<file path="src/rtl/scmd5_pkg.sv">
// ----------------------------------------------------------------------------
// scmd5_pkg : shared types and constants of the container checksum
// Round constants, rotate amounts, hash init values and state types.
// ----------------------------------------------------------------------------
package scmd5_pkg;

    localparam logic [31:0] H0 = 32'h67452301;
    localparam logic [31:0] H1 = 32'hefcdab89;
    localparam logic [31:0] H2 = 32'h98badcfe;
    localparam logic [31:0] H3 = 32'h10325476;

    localparam int unsigned HDR_LEN    = 20;
    localparam int unsigned TAIL_LIMIT = 56;

    localparam logic [31:0] MAGIC = 32'h43425844; // "DXBC", little endian

    // top-level sequencer
    typedef enum logic [2:0] {
        ST_TAKE,    // taking bytes
        ST_HASH,    // rounds running on a full payload block
        ST_FIN1,    // rounds on tail block (long tail case)
        ST_FIN2,    // rounds on final count block
        ST_OUT      // emitting result words
    } t_state;

    // control to the round unit
    typedef struct packed {
        logic start;
    } t_rnd_ctl;

    function automatic logic [31:0] sine_k(input logic [5:0] i);
        logic [31:0] t [64];
        t = '{
            32'hd76aa478,32'he8c7b756,32'h242070db,32'hc1bdceee,
            32'hf57c0faf,32'h4787c62a,32'ha8304613,32'hfd469501,
            32'h698098d8,32'h8b44f7af,32'hffff5bb1,32'h895cd7be,
            32'h6b901122,32'hfd987193,32'ha679438e,32'h49b40821,
            32'hf61e2562,32'hc040b340,32'h265e5a51,32'he9b6c7aa,
            32'hd62f105d,32'h02441453,32'hd8a1e681,32'he7d3fbc8,
            32'h21e1cde6,32'hc33707d6,32'hf4d50d87,32'h455a14ed,
            32'ha9e3e905,32'hfcefa3f8,32'h676f02d9,32'h8d2a4c8a,
            32'hfffa3942,32'h8771f681,32'h6d9d6122,32'hfde5380c,
            32'ha4beea44,32'h4bdecfa9,32'hf6bb4b60,32'hbebfbc70,
            32'h289b7ec6,32'heaa127fa,32'hd4ef3085,32'h04881d05,
            32'hd9d4d039,32'he6db99e5,32'h1fa27cf8,32'hc4ac5665,
            32'hf4292244,32'h432aff97,32'hab9423a7,32'hfc93a039,
            32'h655b59c3,32'h8f0ccc92,32'hffeff47d,32'h85845dd1,
            32'h6fa87e4f,32'hfe2ce6e0,32'ha3014314,32'h4e0811a1,
            32'hf7537e82,32'hbd3af235,32'h2ad7d2bb,32'heb86d391};
        return t[i];
    endfunction

    function automatic logic [4:0] rot_amt(input logic [5:0] i);
        logic [4:0] t [16];
        t = '{5'd7,5'd12,5'd17,5'd22, 5'd5,5'd9,5'd14,5'd20,
              5'd4,5'd11,5'd16,5'd23, 5'd6,5'd10,5'd15,5'd21};
        return t[{i[5:4], i[1:0]}];
    endfunction

endpackage

</file>
<file path="src/rtl/scmd5_round.sv">
// ----------------------------------------------------------------------------
// scmd5_round : shared MD5 round unit
// One round per cycle; message words come from the caller
// by index. Adds the result into the hash state at the end.
// ----------------------------------------------------------------------------
module scmd5_round (
    input  logic                 i_clk,
    input  logic                 i_rst_n,
    input  scmd5_pkg::t_rnd_ctl  i_ctl,
    input  logic                 i_init,      // load hash init values
    input  logic [31:0]          i_msg_word,  // word at o_msg_idx
    output logic [3:0]           o_msg_idx,
    output logic                 o_busy,
    output logic                 o_done,
    output logic [31:0]          o_hash [4]
);

    logic [31:0] r_h [4];
    logic [31:0] r_a, r_b, r_c, r_d;
    logic [5:0]  r_idx;
    logic        r_busy;
    logic        r_done;

    logic [31:0] f, sum, rot;
    logic [3:0]  g;
    logic [4:0]  s;

    // round function and word index
    always_comb begin
        unique case (r_idx[5:4])
            2'd0: begin f = (r_b & r_c) | (~r_b & r_d); g = r_idx[3:0]; end
            2'd1: begin
                f = (r_d & r_b) | (~r_d & r_c);
                g = 4'(5 * r_idx + 1);
            end
            2'd2: begin f = r_b ^ r_c ^ r_d; g = 4'(3 * r_idx + 5); end
            default: begin f = r_c ^ (r_b | ~r_d); g = 4'(7 * r_idx); end
        endcase
        s   = scmd5_pkg::rot_amt(r_idx);
        sum = r_a + f + scmd5_pkg::sine_k(r_idx) + i_msg_word;
        rot = (sum << s) | (sum >> (6'd32 - {1'b0, s}));
    end

    assign o_msg_idx = g;

    always_ff @(posedge i_clk) begin
        if (!i_rst_n) begin
            r_busy <= 1'b0;
            r_done <= 1'b0;
            r_idx  <= '0;
            r_h    <= '{scmd5_pkg::H0, scmd5_pkg::H1, scmd5_pkg::H2, scmd5_pkg::H3};
        end else begin
            r_done <= 1'b0;
            if (i_init) begin
                r_h <= '{scmd5_pkg::H0, scmd5_pkg::H1, scmd5_pkg::H2, scmd5_pkg::H3};
            end else if (i_ctl.start) begin
                r_busy <= 1'b1;
                r_idx  <= '0;
                r_a <= r_h[0]; r_b <= r_h[1]; r_c <= r_h[2]; r_d <= r_h[3];
            end else if (r_busy) begin
                r_a <= r_d;
                r_d <= r_c;
                r_c <= r_b;
                r_b <= r_b + rot;
                r_idx <= r_idx + 6'd1;
                if (r_idx == 6'd63) begin
                    r_busy <= 1'b0;
                    r_done <= 1'b1;
                    r_h[0] <= r_h[0] + r_d;
                    r_h[1] <= r_h[1] + r_b + rot;
                    r_h[2] <= r_h[2] + r_b;
                    r_h[3] <= r_h[3] + r_c;
                end
            end
        end
    end

    assign o_busy = r_busy;
    assign o_done = r_done;
    assign o_hash = r_h;

`ifndef ASSERT_OFF
    a_no_start_busy: assert property (@(posedge i_clk) disable iff (!i_rst_n)
        r_busy |-> !i_ctl.start) else $error("round start while busy");
    a_done_after_63: assert property (@(posedge i_clk) disable iff (!i_rst_n)
        r_done |-> $past(r_idx) == 6'd63) else $error("done out of step");
    a_done_idle: assert property (@(posedge i_clk) disable iff (!i_rst_n)
        r_done |-> !r_busy) else $error("done while busy");
`endif

endmodule

</file>
<file path="src/rtl/shader_container_md5_checksum.sv">
// ----------------------------------------------------------------------------
// shader_container_md5_checksum : modified MD5 checksum of a shader container
// Each full 64-byte payload block holds off input while the shared round
// unit runs on it, so no byte is taken until that block is through.
// Last byte: one or two final blocks, then four words out; a rejected
// container skips the final blocks and gives a single status word.
// Reset: synchronous, active low; returns to the start of a container.
// ----------------------------------------------------------------------------
module shader_container_md5_checksum (
    input  logic        i_clk,
    input  logic        i_rst_n,
    input  logic        i_valid,
    output logic        o_stall,
    input  logic [7:0]  i_data_byte,
    input  logic        i_last_byte,
    output logic        o_valid,
    input  logic        i_stall,
    output logic        o_status,
    output logic [1:0]  o_word_index,
    output logic [31:0] o_checksum_word,
    output logic        o_last_of_run
);

    scmd5_pkg::t_state r_state, n_state;

    // payload block held as 16 little-endian words, one byte lane per write
    logic [31:0] r_store [16];
    logic [31:0] r_total;
    logic        r_magic_ok;
    logic        r_past_hdr;
    logic        r_reject;
    logic        r_long;
    logic [1:0]  r_widx;
    logic [31:0] r_pay;

    // r_reject in ST_HASH marks "last byte closed a full block" (count block next)
    logic r_reject_out;

    scmd5_pkg::t_rnd_ctl rnd_ctl;
    logic        rnd_init;
    logic [3:0]  msg_idx;
    logic [31:0] msg_word;
    logic        rnd_busy, rnd_done;
    logic [31:0] hash [4];

    logic        acc;
    logic        past_now;
    logic [5:0]  off;
    logic [5:0]  rem;
    logic [31:0] bits;
    logic [31:0] pay_now;
    logic [7:0]  MAGIC_BYTE;

    assign acc = i_valid && !o_stall;
    assign past_now = r_past_hdr || (r_total >= 32'(scmd5_pkg::HDR_LEN));
    assign off = 6'(r_total - 32'(scmd5_pkg::HDR_LEN));
    assign rem = r_pay[5:0];
    assign bits = {r_pay[28:0], 3'b000};
    assign pay_now = r_total + 32'd1 - 32'(scmd5_pkg::HDR_LEN);
    assign MAGIC_BYTE = scmd5_pkg::MAGIC[8*r_total[1:0] +: 8];

    scmd5_round u_round (
        .i_clk      (i_clk),
        .i_rst_n    (i_rst_n),
        .i_ctl      (rnd_ctl),
        .i_init     (rnd_init),
        .i_msg_word (msg_word),
        .o_msg_idx  (msg_idx),
        .o_busy     (rnd_busy),
        .o_done     (rnd_done),
        .o_hash     (hash)
    );

    // one message byte as the current block sees it
    function automatic logic [7:0] blk_byte(input logic [5:0] p,
                                            input logic [7:0] st,
                                            input logic [7:0] st4,
                                            input scmd5_pkg::t_state s,
                                            input logic [5:0] rm,
                                            input logic [31:0] bt,
                                            input logic lng);
        logic [31:0] w15;
        logic [7:0]  v;
        w15 = {2'b00, bt[31:2]} | 32'd1;
        v = 8'h00;
        if (s == scmd5_pkg::ST_HASH) begin
            v = st;
        end else if (s == scmd5_pkg::ST_FIN1) begin
            if (p < rm) v = st;
            else if (p == rm) v = 8'h80;
        end else begin
            if (p < 6'd4) v = bt[8*p[1:0] +: 8];
            else if (!lng && (p - 6'd4) < rm) v = st4;
            else if (!lng && (p - 6'd4) == rm) v = 8'h80;
            if (p >= 6'd60) v = w15[8*p[1:0] +: 8];
        end
        return v;
    endfunction

    // message word assembly for the round unit; the count block sees the
    // tail four bytes on, which is exactly the previous stored word
    always_comb begin
        logic [5:0]  base;
        logic [31:0] w_cur;
        logic [31:0] w_prev;
        base = {msg_idx, 2'b00};
        w_cur = r_store[msg_idx];
        w_prev = r_store[msg_idx - 4'd1];
        for (int k = 0; k < 4; k++) begin
            msg_word[8*k +: 8] = blk_byte(6'(base + 6'(k)),
                                          w_cur[8*k +: 8],
                                          w_prev[8*k +: 8],
                                          r_state, rem, bits, r_long);
        end
    end

    // sequencer
    always_comb begin
        n_state = r_state;
        rnd_ctl.start = 1'b0;
        rnd_init = 1'b0;
        unique case (r_state)
            scmd5_pkg::ST_TAKE: begin
                if (acc) begin
                    if (i_last_byte) begin
                        if (!r_magic_ok || !past_now
                            || (r_total < 4 && i_data_byte != MAGIC_BYTE)) begin
                            n_state = scmd5_pkg::ST_OUT;
                        end else if (past_now && off == 6'd63) begin
                            n_state = scmd5_pkg::ST_HASH;
                            rnd_ctl.start = 1'b1;
                        end else if (pay_now[5:0] >= 6'(scmd5_pkg::TAIL_LIMIT)) begin
                            n_state = scmd5_pkg::ST_FIN1;
                            rnd_ctl.start = 1'b1;
                        end else begin
                            n_state = scmd5_pkg::ST_FIN2;
                            rnd_ctl.start = 1'b1;
                        end
                    end else if (past_now && off == 6'd63) begin
                        n_state = scmd5_pkg::ST_HASH;
                        rnd_ctl.start = 1'b1;
                    end
                end
            end
            scmd5_pkg::ST_HASH: begin
                if (rnd_done) begin
                    if (r_reject) begin
                        n_state = scmd5_pkg::ST_FIN2;
                        rnd_ctl.start = 1'b1;
                    end else begin
                        n_state = scmd5_pkg::ST_TAKE;
                    end
                end
            end
            scmd5_pkg::ST_FIN1: begin
                if (rnd_done) begin
                    n_state = scmd5_pkg::ST_FIN2;
                    rnd_ctl.start = 1'b1;
                end
            end
            scmd5_pkg::ST_FIN2: begin
                if (rnd_done) n_state = scmd5_pkg::ST_OUT;
            end
            scmd5_pkg::ST_OUT: begin
                if (!i_stall && (r_reject_out || r_widx == 2'd3)) begin
                    n_state = scmd5_pkg::ST_TAKE;
                    rnd_init = 1'b1;
                end
            end
            default: n_state = scmd5_pkg::ST_TAKE;
        endcase
    end

    always_ff @(posedge i_clk) begin
        if (!i_rst_n) begin
            r_state      <= scmd5_pkg::ST_TAKE;
            r_total      <= '0;
            r_magic_ok   <= 1'b1;
            r_past_hdr   <= 1'b0;
            r_reject     <= 1'b0;
            r_reject_out <= 1'b0;
            r_long       <= 1'b0;
            r_widx       <= '0;
            r_pay        <= '0;
        end else begin
            r_state <= n_state;
            if (r_state == scmd5_pkg::ST_TAKE && acc) begin
                r_total <= r_total + 32'd1;
                if (r_total < 4 && i_data_byte != MAGIC_BYTE) r_magic_ok <= 1'b0;
                if (past_now) r_past_hdr <= 1'b1;
                r_pay <= pay_now;
                if (i_last_byte) begin
                    r_reject     <= past_now && off == 6'd63;
                    r_reject_out <= !r_magic_ok || !past_now
                                    || (r_total < 4 && i_data_byte != MAGIC_BYTE);
                    r_long       <= pay_now[5:0] >= 6'(scmd5_pkg::TAIL_LIMIT);
                end else begin
                    r_reject <= 1'b0;
                end
            end
            if (r_state == scmd5_pkg::ST_OUT && !i_stall) begin
                r_widx <= r_widx + 2'd1;
                if (n_state == scmd5_pkg::ST_TAKE) begin
                    r_total      <= '0;
                    r_magic_ok   <= 1'b1;
                    r_past_hdr   <= 1'b0;
                    r_reject     <= 1'b0;
                    r_reject_out <= 1'b0;
                    r_long       <= 1'b0;
                    r_widx       <= '0;
                end
            end
        end
    end

    // payload byte store
    always_ff @(posedge i_clk) begin
        if (r_state == scmd5_pkg::ST_TAKE && acc && past_now) begin
            r_store[off[5:2]][8*off[1:0] +: 8] <= i_data_byte;
        end
    end

    assign o_stall         = r_state != scmd5_pkg::ST_TAKE;
    assign o_valid         = r_state == scmd5_pkg::ST_OUT;
    assign o_status        = r_reject_out;
    assign o_word_index    = r_reject_out ? 2'd0 : r_widx;
    assign o_checksum_word = r_reject_out ? 32'd0 : hash[r_widx];
    assign o_last_of_run   = r_reject_out || r_widx == 2'd3;

`ifndef ASSERT_OFF
    a_out_idle_rnd: assert property (@(posedge i_clk) disable iff (!i_rst_n)
        o_valid |-> !rnd_busy) else $error("result while rounds run");
    a_fin_busy: assert property (@(posedge i_clk) disable iff (!i_rst_n)
        (r_state == scmd5_pkg::ST_FIN2 && !rnd_done) |-> rnd_busy)
        else $error("final block idle");
    a_reject_word: assert property (@(posedge i_clk) disable iff (!i_rst_n)
        (o_valid && o_status) |-> o_last_of_run) else $error("reject not last");
`endif

endmodule

</file>
<file path="config.mk">
export PLATFORM = sky130hd
export DESIGN_NAME = shader_container_md5_checksum
export DESIGN_NICKNAME = d
export VERILOG_FILES = /design/src/rtl/scmd5_pkg.sv /design/src/rtl/scmd5_round.sv /design/src/rtl/shader_container_md5_checksum.sv
export SDC_FILE = /design/constraint.sdc
export NUM_CORES = 2
export LEC_CHECK = 0
export BUFFER_PORTS_ARGS = -buffer_cell sky130_fd_sc_hd__buf_2
export CORE_AREA = 10 10 327 329
export DETAILED_ROUTE_END_ITERATION = 10
export DIE_AREA = 0 0 337 339
export PLACE_DENSITY = 0.87
export SETUP_SLACK_MARGIN = 0.05
export SYNTH_ARGS = -nofsm -noshare
export SYNTH_HDL_FRONTEND = slang
export SYNTH_SLANG_ARGS = --single-unit
</file>
<file path="constraint.sdc">
create_clock -name i_clk -period 45.5 [get_ports i_clk]
set_input_delay 13.65 -clock i_clk [delete_from_list [all_inputs] [get_ports i_clk]]
set_output_delay 13.65 -clock i_clk [all_outputs]
set_load 0.02 [all_outputs]
</file>
# Word-level counts from Yosys, hierarchy flattened

Memory sizes are Yosys's and may differ from the RTL's.
Cells that the tools add are included.
Widths: inputs -> output; s select.

Muxes and demuxes: 105
Equal/unequal tests: 18
Reduce and logical (&&, ||, !) cells: 34
Bitwise operators: 20
Multiply operators: 3
Divide/modulo/power cells: 0
Magnitude comparators: 22
Shift-type cells: 11
Add/sub/neg operators: 26

Operators with widths:

| cell                    | number |
|---|---|
| $mux 32                 | 17 |
| $add 32x32->32          | 9 |
| $mux 8                  | 32 |
| $shiftx 32x6->8         | 6 |
| $and 32x32->32          | 4 |
| $or 32x32->32           | 4 |
| $pmux 32 s3             | 1 |
| $xor 32x32->32          | 3 |
| $bmux 32 s2             | 1 |
| $not 32->32             | 2 |
| $eq 6x6->1              | 8 |
| $lt 6x6->1              | 8 |
| $mux 1                  | 35 |
| $neg 5->34              | 1 |
| $shift 8x34->32 const A | 1 |
| $shiftx 8x34->32        | 1 |
| $add 32x1->32 const B   | 1 |
| $ge 32x5->1 const B     | 1 |
| $lt 32x3->1 const B     | 1 |
| $shiftx 32x6->8 const A | 1 |
| $shl 32x5->32           | 1 |
| $shr 32x6->32           | 1 |
| $ge 6x6->1 const B      | 5 |
| $sub 29x5->29 const B   | 1 |
| 44 further kinds        | 94 |

Bits in latches: 0
Word-level logic and storage cells: 262
Memories kept: 3
Output and inout bits: 38
ROM bits: 2128
Bits of input ports: 13
Flip-flop bits (word level): 335
RAM bits: 512

Memories:

| memory           | words | width | rd ports | clocked after Yosys merged registers in | wr ports | RTL line                            | source |
|---|---|---|---|---|---|---|---|
| (name not given) | 64    | 32    | 1        | 0                                       | 0        | scmd5_pkg.sv:50                     | `return t[i];` |
| r_store          | 16    | 32    | 2        | 0                                       | 1        | shader_container_md5_checksum.sv:27 | `logic [31:0] r_store [16];` |
| (name not given) | 16    | 5     | 1        | 0                                       | 0        | scmd5_pkg.sv:57                     | `return t[{i[5:4], i[1:0]}];` |

# Depth between registers and ports, before layout

Depth after elaboration: 19
Depth in mapped cells: 66
Gate-level depth less buffers: 60

# Cells and area by module

A second synthesis with hierarchy kept.

Cells, all modules: 5871
Area, all modules: 60246.5 um^2

By module, submodules not included:

| module                        | seq. area each (um^2) | area an instance (um^2) | instances | cells each |
|---|---|---|---|---|
| shader_container_md5_checksum | 16796.1               | 30658.2                 | 1         | 2029 |
| scmd5_round                   | 6566.3                | 29588.4                 | 1         | 3842 |

# Worst setup path after synthesis

Ideal clock, no wire load.

Kind: input -> register
Start point: input port i_data_byte[2]
End point: register u_round.r_a[0], enable pin
Path buffers: 3
Path slack: 23.695 ns
Data arrival time: 21.189 ns
Cell stages on the path: 15
Library setup time: 0.616 ns
Required time: 44.884 ns
Cells stage by stage: ha_1 nor4bb_1 o2111ai_1 nand2_1 a21oi_1 o21ai_0 and2_1 nand2_1 o21ai_0 a22o_1 clkbuf_1 clkbuf_1 clkbuf_1 nor2_1 nor2_1

Longest elaborated chain between the ends: 9

Ends and longest elaborated chain:

| element                     | RTL line                             | source |
|---|---|---|
| from (decl)                 | shader_container_md5_checksum.sv:14  | `input logic [7:0] i_data_byte,` |
| $ne 8x8->1                  | shader_container_md5_checksum.sv:127 | `\|\| (r_total < 4 && i_data_byte != MAGIC_BYTE)) begin` |
| $logic_and 1x1->1           | shader_container_md5_checksum.sv:127 |  |
| $logic_or 1x1->1            | shader_container_md5_checksum.sv:127 |  |
| $mux 1                      | shader_container_md5_checksum.sv:126 | `if (!r_magic_ok \|\| !past_now` |
| $mux 1                      | shader_container_md5_checksum.sv:125 | `if (i_last_byte) begin` |
| $mux 1                      | shader_container_md5_checksum.sv:124 | `if (acc) begin` |
| $pmux 1 s3                  | shader_container_md5_checksum.sv:122 | `unique case (r_state)` |
| $reduce_bool 2->1 (no line) | --                                   |  |
| $reduce_and 3->1 (no line)  | --                                   |  |
| to (signal assigned)        | scmd5_round.sv:59                    | `r_a <= r_h[0]; r_b <= r_h[1]; r_c <= r_h[2]; r_d <= r_h[3];` |
| to (signal assigned)        | scmd5_round.sv:61                    | `r_a <= r_d;` |
| to (decl)                   | scmd5_round.sv:19                    | `logic [31:0] r_a, r_b, r_c, r_d;` |

No other way between the ends.
A chain may end at the register's enable or synchronous reset.

# Final worst setup path

Start point: register u_round.r_idx[2]
End point: register u_round.r_h, in the netlist u_round.o_hash[95]

Longest elaborated chain between the ends: 17
Elaborated cells on any way between the ends: 91
Those cells by class: 13 x add/sub; 3 x mul; 16 x order compare; 9 x eq/ne; 2 x shift; 35 x mux; 2 x bitwise; 9 x reduce/logical; 2 x memory

Ends and longest elaborated chain:

| element                                                              | RTL line          | source |
|---|---|---|
| from (decl)                                                          | scmd5_round.sv:20 | `logic [5:0] r_idx;` |
| from (signal assigned)                                               | scmd5_round.sv:65 | `r_idx <= r_idx + 6'd1;` |
| parallel branches: the longest is 17 deep, another holds $mul 2x6->4 | --                |  |
| to (signal assigned)                                                 | scmd5_round.sv:51 | `r_h <= '{scmd5_pkg::H0, scmd5_pkg::H1, scmd5_pkg::H2, scmd5_pkg::H3};` |
| to (signal assigned)                                                 | scmd5_round.sv:55 | `r_h <= '{scmd5_pkg::H0, scmd5_pkg::H1, scmd5_pkg::H2, scmd5_pkg::H3};` |
| to (decl)                                                            | scmd5_round.sv:18 | `logic [31:0] r_h [4];` |

Parallel ways; which one is timed is not known. The select of a mux whose other input is x is not followed.

==> key figures <==
STA
  • Fin. max-slew vios: 0
  • Max Clk Rate: ~0.055 GHz
  • Setup_tns: 0 ns
  • Period utilisation layout: between 30 and 40%
  • Fin. Hold Viols: 0
  • Relative slew slack: 11.2%
  • Setup ws final: 27.31 ns
  • RSZ-0062 raised after global routing: false
  • Worst hold slack: between 0.4 and 0.5 ns
  • Final min period: about 18 ns
  • Tightest Pin Transition: about 1.3 ns
  • Endpoints failing setup: 0
  • Clock Skews: ~0.062 ns

Drt
  • Detailed Routing Iterations Pass 1: 11
  • Per-cell routed wire length: approximately 28 microns
  • DRT iter0 DRCs: 10.0k
  • Post-route ant nets: 0
  • Post-Route WL: about 200,000 microns
  • # DRC: 1
  • DR vias/cell: 7.32
  • Vias: 53.1k

Synthesis
  • Top post-synthesis cells by count: 847 x nand2_1, 640 x edfxtp_1, 488 x a21oi_1, 455 x nor2_1, 315 x inv_1
  • Syn avg cell area: roughly 10 sq um
  • Cell with the most instances after synthesis: nand2_1
  • Syn. warnings: 0
  • Yosys cell types: between 90 and 100
  • Synth Flop Type: edfxtp_1
  • Most area-consuming cells after synthesis: edfxtp_1 32%, mux4_2 11%, dfxtp_1 6.9%
  • Number of synthesized register bits: ~850
  • Async SR Flop Fraction: 0%
  • Largest area contributor in the netlist: edfxtp_1
  • Synthesized instance count: a little over 6k
  • Number of flops mapped to enable cells by yosys: 640
  • Cell Area, Synth: ~0.06 sq mm
  • Top cell type's share of synthesized area: ~32%
  • Sequential-to-total area share from yosys stat: roughly 39%
  • Mapped Nets: 6,386

Clocking
  • Hold_buf cts: 0
  • Post-CTS Resized: 0
  • # Post-CTS Setup Buffers: 0
  • Clk sink count: approximately 850
  • CTS buffer count: 90
  • CTS H-tree depth: 3
  • Bufs on Longest Clock Path: 3
  • CTS tree: done
  • Insertion delay to the later sink of the worst-skew pair: approximately 0.73 ns
  • Root buf cell: clkbuf_16
  • Clock transition at path regs: about 0.070 ns

Floorplan
  • Die height: about 340 microns
  • Placement row count: ~120
  • Die ar.: 0.114 sq mm
  • Die X: about 340 microns
  • Core region area: 0.0999 sq mm
  • Ports: 51
  • Starting Density: ~60%

Placed design
  • Buffers on Ports: 50
  • Dpl cells: about 7.1k
  • Pre-CTS WS: approximately 27 ns
  • Dpl hpwl: 139,000 microns
  • GP Congestion: ~1.0

Power and ir drop
  • Total power: 2.08 mW
  • Peak supply drop: around 0.037 mV
  • Pwr/cell area: between 30 and 40 mW/mm^2
  • Leak: 23.8 nW

Critical path
  • Critical path's top delay family: compound AO/OA/AOI/OAI gates
  • Crit end category: register
  • Worst setup SP type: register
  • Arrival time worst endpoint: about 19 ns
  • CP bufs+invs: 9
  • Slowest stage delay, CP: around 0.8 ns
  • Critical path class: register to register
  • Crit-path max FO: 67
  • Slowest cell on the critical path: dfxtp_4
  • CP Data Required Time: approximately 46 ns

Run
  • Max-Cap Viols: 0

Min path
  • Hold Path Class: register to register

Global routing
  • Grt total ovfl: 0
  • GRT Overall Usage: between 30% and 40%
  • Vias in the first global route: 50.3k
  • Largest net degree at the start of global routing: between 100 and 150
  • Initial antenna violation count: 10
  • First-pass GRT wire length: 308,000 microns

Layout
  • # nets final: ~6.2k
  • Layout area overhead: 6.85%
  • Fraction of layout cells with a size suffix above 1: about an eighth
  • Final Non-Filler Cells: approximately 7.2k
  • Fillers: 7,304

Run status
  • Status: finished, violations left
  • Failing checks: DRC
==> worst register-to-register path, delay by kind of cell, from the launching register on <==
family | cells | cell delay, ns
AO/OA/AOI/OAI | 25 | 7.88
XOR/XNOR | 6 | 1.57
adder cells (fa/ha/maj) | 10 | 3.84
buffers and inverters | 9 | 1.70
flip-flops | 1 | 0.80
multiplexers | 2 | 0.78
AND/OR/NAND/NOR | 8 | 1.46
==> flip-flops by register name, summed over array words and instances (netlist names), 29 cells and up <==
register,flops
r_total,32
u_round.r_b,32
u_round.r_a,32
r_store,512
r_pay,29
u_round.o_hash,128
u_round.r_c,32
u_round.r_d,32
==> layout make-up <==
| class | instances | area, sq um | area share [%] |
|---|---|---|---|
| clock inverter | 58 | 559 | 0.875 |
| antenna | 6 | 15.0 | 0.0235 |
| sequential | 847 | 23400 | 36.6 |
| clock buffer | 111 | 2410 | 3.78 |
| multi-input combinational | 4481 | 33900 | 53.0 |
| inverter | 324 | 1230 | 1.92 |
| tap | 1298 | 1620 | 2.54 |
| timing repair buffer | 119 | 781 | 1.22 |
==> per-layer routing <==
metal,up-vias,routed length (microns),share of wire [%],GRT usage [%]
met5,-,96,0.047,0.130
met4,10,15600,7.6,20.4
met3,1198,31300,15,13.3
met2,4830,85900,42,49.8
met1,25000,71800,35,44.8
li1,22000,-,-,-
==> power breakdown <==
part | switching (mW) | total [mW] | internal (mW)
Sequential | 0.00866 | 0.850 | 0.842
Clock | 0.337 | 0.759 | 0.421
Combinational | 0.293 | 0.468 | 0.175
==> placed cells by master, fill, tap and decap left out, drive strengths merged, types with 82 or more instances in the layout <==
| cell | count |
|---|---|
| xor2 | 116 |
| dfxtp | 207 |
| clkbuf | 111 |
| o211ai | 82 |
| o21ai | 295 |
| mux4 | 296 |
| edfxtp | 640 |
| ha | 241 |
| nand3 | 193 |
| nor2 | 456 |
| xnor2 | 158 |
| a21oi | 489 |
| nor3 | 98 |
| inv | 330 |
| fa | 100 |
| nand2 | 847 |
| buf | 119 |
| a31oi | 111 |
==> worst paths after layout <==
check                                      from                         endpoint  slack [ns]  cells past startpoint
hold reg to reg           r_magic_ok$_SDFF_PN1_            r_magic_ok$_SDFF_PN1_        0.48                      2
setup / recovery  u_round.r_idx[2]$_SDFFE_PN0P_  u_round.o_hash[95]$_SDFFE_PP1P_       27.31                     60
setup reg to reg  u_round.r_idx[2]$_SDFFE_PN0P_  u_round.o_hash[95]$_SDFFE_PP1P_       27.31                     60
hold / removal            r_magic_ok$_SDFF_PN1_            r_magic_ok$_SDFF_PN1_        0.48                      2
==> through the flow <==
stage                     util (%)  area, sq um
after detailed placement      61.0        60900
after floorplan                  -        59800
after CTS                     64.0        63900
after global placement        61.0        60900
after global routing          64.0        63900
final                         64.0        63900
==> cells by family after synthesis <==
kind of cell	Yosys count	share of synthesized area, %
muxes	441	13.7
xor gates and xnor gates	277	4.17
adders and majority gates	362	8.74
DFF	847	39.1
AOI/OAI and AO/OA	1482	15.7
and+or+nand+nor	1919	14.1
buffers and inverters	704	4.48
No activity file was read; power rests on OpenSTA's default activity.
